--- config.mk ---
export PLATFORM = sky130hd
export DESIGN_NAME = sia_ram
export DESIGN_NICKNAME = d
export VERILOG_FILES = /design/src/rtl/sia_ram.sv
export SDC_FILE = /design/constraint.sdc
export NUM_CORES = 1
export LEC_CHECK = 0
export ABC_CLOCK_PERIOD_IN_PS = 3070
export BUFFER_PORTS_ARGS = -buffer_cell sky130_fd_sc_hd__buf_2
export CORE_ASPECT_RATIO = 0.6
export CORE_UTILIZATION = 43
export DETAILED_ROUTE_END_ITERATION = 12
export GPL_TIMING_DRIVEN = 0
export PLACE_DENSITY = 0.65
export SLEW_MARGIN = 20
export SYNTH_ARGS = -nofsm -noshare
export SYNTH_HDL_FRONTEND = slang
export SYNTH_SLANG_ARGS = --single-unit
--- constraint.sdc ---
create_clock -name clock -period 3.07 [get_ports clock]
set_clock_uncertainty 0.1 [all_clocks]
set_input_delay 0.921 -clock clock [delete_from_list [all_inputs] [get_ports clock]]
set_output_delay 0.921 -clock clock [all_outputs]
set_load 0.05 [all_outputs]
--- src/rtl/sia_ram.sv ---
// Generic simple dual-port RAM with registered read.
`timescale 1ns / 1ps

module sia_ram #(
   parameter int WIDTH = 8,
   parameter int DEPTH = 16
) (
   input  logic                     clock,
   input  logic                     wr_en,
   input  logic [$clog2(DEPTH)-1:0] wr_addr,
   input  logic [WIDTH-1:0]         wr_data,
   input  logic                     rd_en,
   input  logic [$clog2(DEPTH)-1:0] rd_addr,
   output logic [WIDTH-1:0]         rd_data
);

   logic [WIDTH-1:0] mem [DEPTH];
   logic [WIDTH-1:0] rd_data_ff;

   always_ff @(posedge clock) begin
      if (wr_en) begin
         mem[wr_addr] <= wr_data;
      end
      if (rd_en) begin
         rd_data_ff <= mem[rd_addr];
      end
   end

   assign rd_data = rd_data_ff;

endmodule

Word-level counts from Yosys, hierarchy flattened
Memory sizes are Yosys's and may differ from the RTL's. A register that Yosys moved wholly into a read port is not among the register bits.
Index checks and enable logic that the tools add are counted.
{"block": "op_classes", "n_mux": 2}
{"operator": "2-to-1 mux 1 bit", "count": 2}
{"block": "totals", "mem_bits_rw": 128, "ff_bits": 0, "output_inout_bits": 8, "memories": 1}
{"memory": "mem", "depth": 16, "word_bits": 8, "rd": 1, "rd_ports_with_merged_regs": 1, "write_ports": 1, "line_no": "17", "rtl": "logic [WIDTH-1:0] mem [DEPTH];"}

Logic depth before layout (Yosys ltp)
{"block": "logic_depth", "ltp_word": 2, "ltp_mapped": 5, "ltp_nobuf": 3}

Worst setup path before layout
Ideal clock, no wire load.
{"block": "synth_path", "kind": "in2reg", "start": "input wr_addr[2]", "end": "memory mem[0][0], enable pin", "path_stages": 2, "setup_slack_ns": 0.556, "arrival_time_ns": 2.031, "setup_time_ns": 0.383, "path_buffers": 0, "path_cell_list": "or3b_2 > nor3_1"}
{"item": "start, declared", "line_no": "10", "rtl": "input logic [$clog2(DEPTH)-1:0] wr_addr,"}
{"item": "end, declared", "line_no": "17"}
No word-level cell before the write port.

Final worst setup path
{"block": "layout_path", "start": "input wr_addr[2]", "end": "memory mem[2][2], enable pin"}
No word-level cell before the write port.

==> impl_metrics.py <==
metrics = {
    "sta": {
        "drv_slew": 0,
        "fin_crit_sh": 0.747,
        "setup_violations": 0,
        "timing.final.crit_period_ps": 2290,
        "relSlewSlack": 0.422,
        "fmax_ghz": 0.436,
        "worst_slew_pin_slew_ps": 863,
        "rsz0062_at_grt": "false",
        "hold_viol": 0,
        "fin_setup_tns_ps": 0,
    },
    "pwr": {
        "p_leak_uw": 0.00206,
        "pwr-share-seq": 0.468,
        "sw_frac_of_total": 0.197,
        "p_sw_uw": 883,
        "worst_ir_drop_vdd_mv": 0.445,
        "p_int_uw": 3610,
        "clock_power_share": 0.480,
        "power.density_nw_per_um2": 723,
        "pwr-share-comb": 0.052,
    },
    "placed_design": {
        "detailed_place_hpwl_mm": 6.73,
        "routabilityCongestion": 0.744,
        "dp.cells": 414,
        "io_buffers": 25,
    },
    "yosys": {
        "avgSynthCellArea_um2": 22.8,
        "synth_most_common_cell": "edfxtp_1",
        "synth.top_cell.area_share": 0.781,
        "yosysWarnings": 0,
        "yosys.area_share.simple": 0.0314,
        "syn-cell-area_um2": 5230,
        "ys_seq_area_frac": 0.781,
        "yosysTopAreaCell": "edfxtp_1",
        "netlist_top_cells_area": "edfxtp_1 (78%), mux4_2 (7.8%), mux4_1 (7.0%)",
        "ys_types": 18,
        "synth-seq-cells": 136,
        "synth_edf_count": 136,
        "synth_compound_area_frac": 0.0230,
        "synth_common_cells": "edfxtp_1 (136), mux4_2 (18), a22oi_1 (16)",
        "synth.area.mux_share": 0.148,
        "synthAdderAreaFrac": 0,
        "synth_top_family_by_area": "multiplexers",
        "synth_nets": 248,
        "syn-instance-count": 229,
        "ys_async_sr_fraction": 0,
        "synth_ff_type": "edfxtp_1",
        "synth-xor-area-share": 0,
    },
    "cells_and_area": {
        "syn2layout_area_growth_pct": 18.7,
        "fin_nets": 292,
        "post-route-util": 0.537,
        "fin_cells": 446,
        "drive_above_1_share": 0.304,
        "diodes": 0,
    },
    "critical_path": {
        "cp-startpoint": "wr_addr[2]",
        "critical-path-max-stage-delay_ps": 660,
        "reg2reg_slack_ps": 1420,
        "cp_slowest_cell": "nor2_1",
        "start_kind": "primary input",
        "crit_end": "mem[2][2]",
        "critical_path_class": "in -> reg",
        "cp.required_ps": 3000,
        "timing.rr.end": "rd_data[3]",
        "path_cells": "buf_2 -> or3b_2 -> nor2_1",
        "arrival_ps": 2220,
        "cp_max_fo": 8,
        "r2r_start": "mem[5][3]",
        "endpoint_kind": "register",
        "r2r_cells": 3,
    },
    "route": {
        "drt_iter0_drc": 223,
        "via_per_inst": 5.40,
        "ant_nets": 0,
        "vias": 2407,
        "drt_pre_antenna_iters": 4,
        "wl_mm": 10.3,
        "wl_per_cell_um": 23.0,
        "drc": 0,
    },
    "die": {
        "start_util": 0.452,
        "die_x_um": 144,
        "core_region_area_um2": 11600,
        "die_area_um2": 12600,
        "ioPinCount": 27,
        "rows": 30,
        "dieHeight_um": 87.4,
    },
    "job": {
        "maxCapViolations": 0,
    },
    "clock_network": {
        "cts-root-buf": "clkbuf_16",
        "cts_max_level": 4,
        "post-cts-setup-buffers": 0,
        "cts_sinks": 136,
        "clkSlewWorstSetupHoldPaths_ps": 60,
        "worstSkewPairLatency_ps": 410,
        "cts-resized-gates": 0,
        "clk_path_buf_depth": 2,
        "numCtsBuffers": 17,
        "cts_tree": "yes",
        "postCtsHoldBufs": 0,
    },
    "global_route": {
        "grt_first_pass_wirelength_mm": 15.0,
        "gr-usage-all-layers": 0.181,
        "grt_max_degree": 17,
        "grt_pass1_vias": 2404,
        "antenna_found_initial": 0,
        "grt_overflow": 0,
    },
    "status": {
        "outcome": "complete, no violations",
    },
    "min_path": {
        "hp-class": "reg -> reg",
    },
}
==> power groups by stage <==
stage	Clock (µW)	Combinational (µW)	Sequential (µW)
after floorplan	0	106	2170
after global placement	0	230	2140
after detailed placement	0	236	2140
after CTS	2190	236	2100
after global routing	2260	251	2100
final	2150	234	2100
==> placed cells by master (no fill, tap or decap) <==
cell             count
edfxtp_1           136
buf_2               28
mux4_2              18
clkbuf_16           17
a22oi_1             16
mux4_1              14
nor2_1              13
nand2_1              9
bufinv_16            5
nor3_2               4
buf_6                3
clkdlybuf4s25_2      3
clkinv_2             3
nand3b_1             2
nand2b_1             2
clkinv_1             2
clkinv_4             2
clkinvlp_4           2
nor2b_1              1
buf_4                1
and2_1               1
and2b_1              1
nand3_1              1
or3b_2               1
clkbuf_1             1
==> worst max-delay path, delay by kind of cell <==
kind          cells  cell delay, ps
simple gates      2            1180
buf+inv           1             120
==> how the worst min path moves through the flow <==
stage,startpoint,endpoint,slack (ps),depth (start not counted)
detailed placement,mem[8][1],rd_data[1],650,3
floorplan,mem[7][0],rd_data[0],600,3
CTS,mem[8][1],rd_data[1],670,3
global placement,mem[11][1],rd_data[1],650,3
global route,mem[11][3],rd_data[3],730,3
finish,mem[8][1],rd_data[1],680,3
==> logic make-up after synthesis <==
group / count (synthesis)
AOI/OAI and AO/OA: 16
buffers and inverters: 10
DFF: 136
muxes: 32
and+or+nand+nor: 35
==> layout make-up <==
type                    count  area (µm²)
multi-input cells          83        1080
flip-flops and latches    136        4080
clock inverters            14         205
repair buffers             25         125
well taps                 160         200
clock buffers              18         429
plain buffers              10        86.3
fillers                   913        5350
==> per-layer routing <==
layer,part of all wire,global-route usage,routed length [µm]
met5,0,0,0
met4,0.0051,0.0632,52
met2,0.42,0.238,4290
met3,0.11,0.0511,1160
met1,0.46,0.285,4780
==> state kept, by name, summed over array words and instances (netlist names) <==
| register | count |
|---|---|
| mem | 128 |
| rd_data | 8 |
==> stage by stage <==
step | total power (µW) | area (µm²) | worst slack [ps] | hold slack, ps
6_report | 4490 | 6210 | 775 | 677
3_5_place_dp | 2380 | 5570 | 340 | 650
3_3_place_gp | 2370 | 5550 | 32.3 | 649
2_1_floorplan | 2280 | 5230 | 556 | 605
5_1_grt | 4610 | 6210 | 708 | 735
4_1_cts | 4520 | 6210 | 771 | 672
Power figures use the tool's default switching activity.
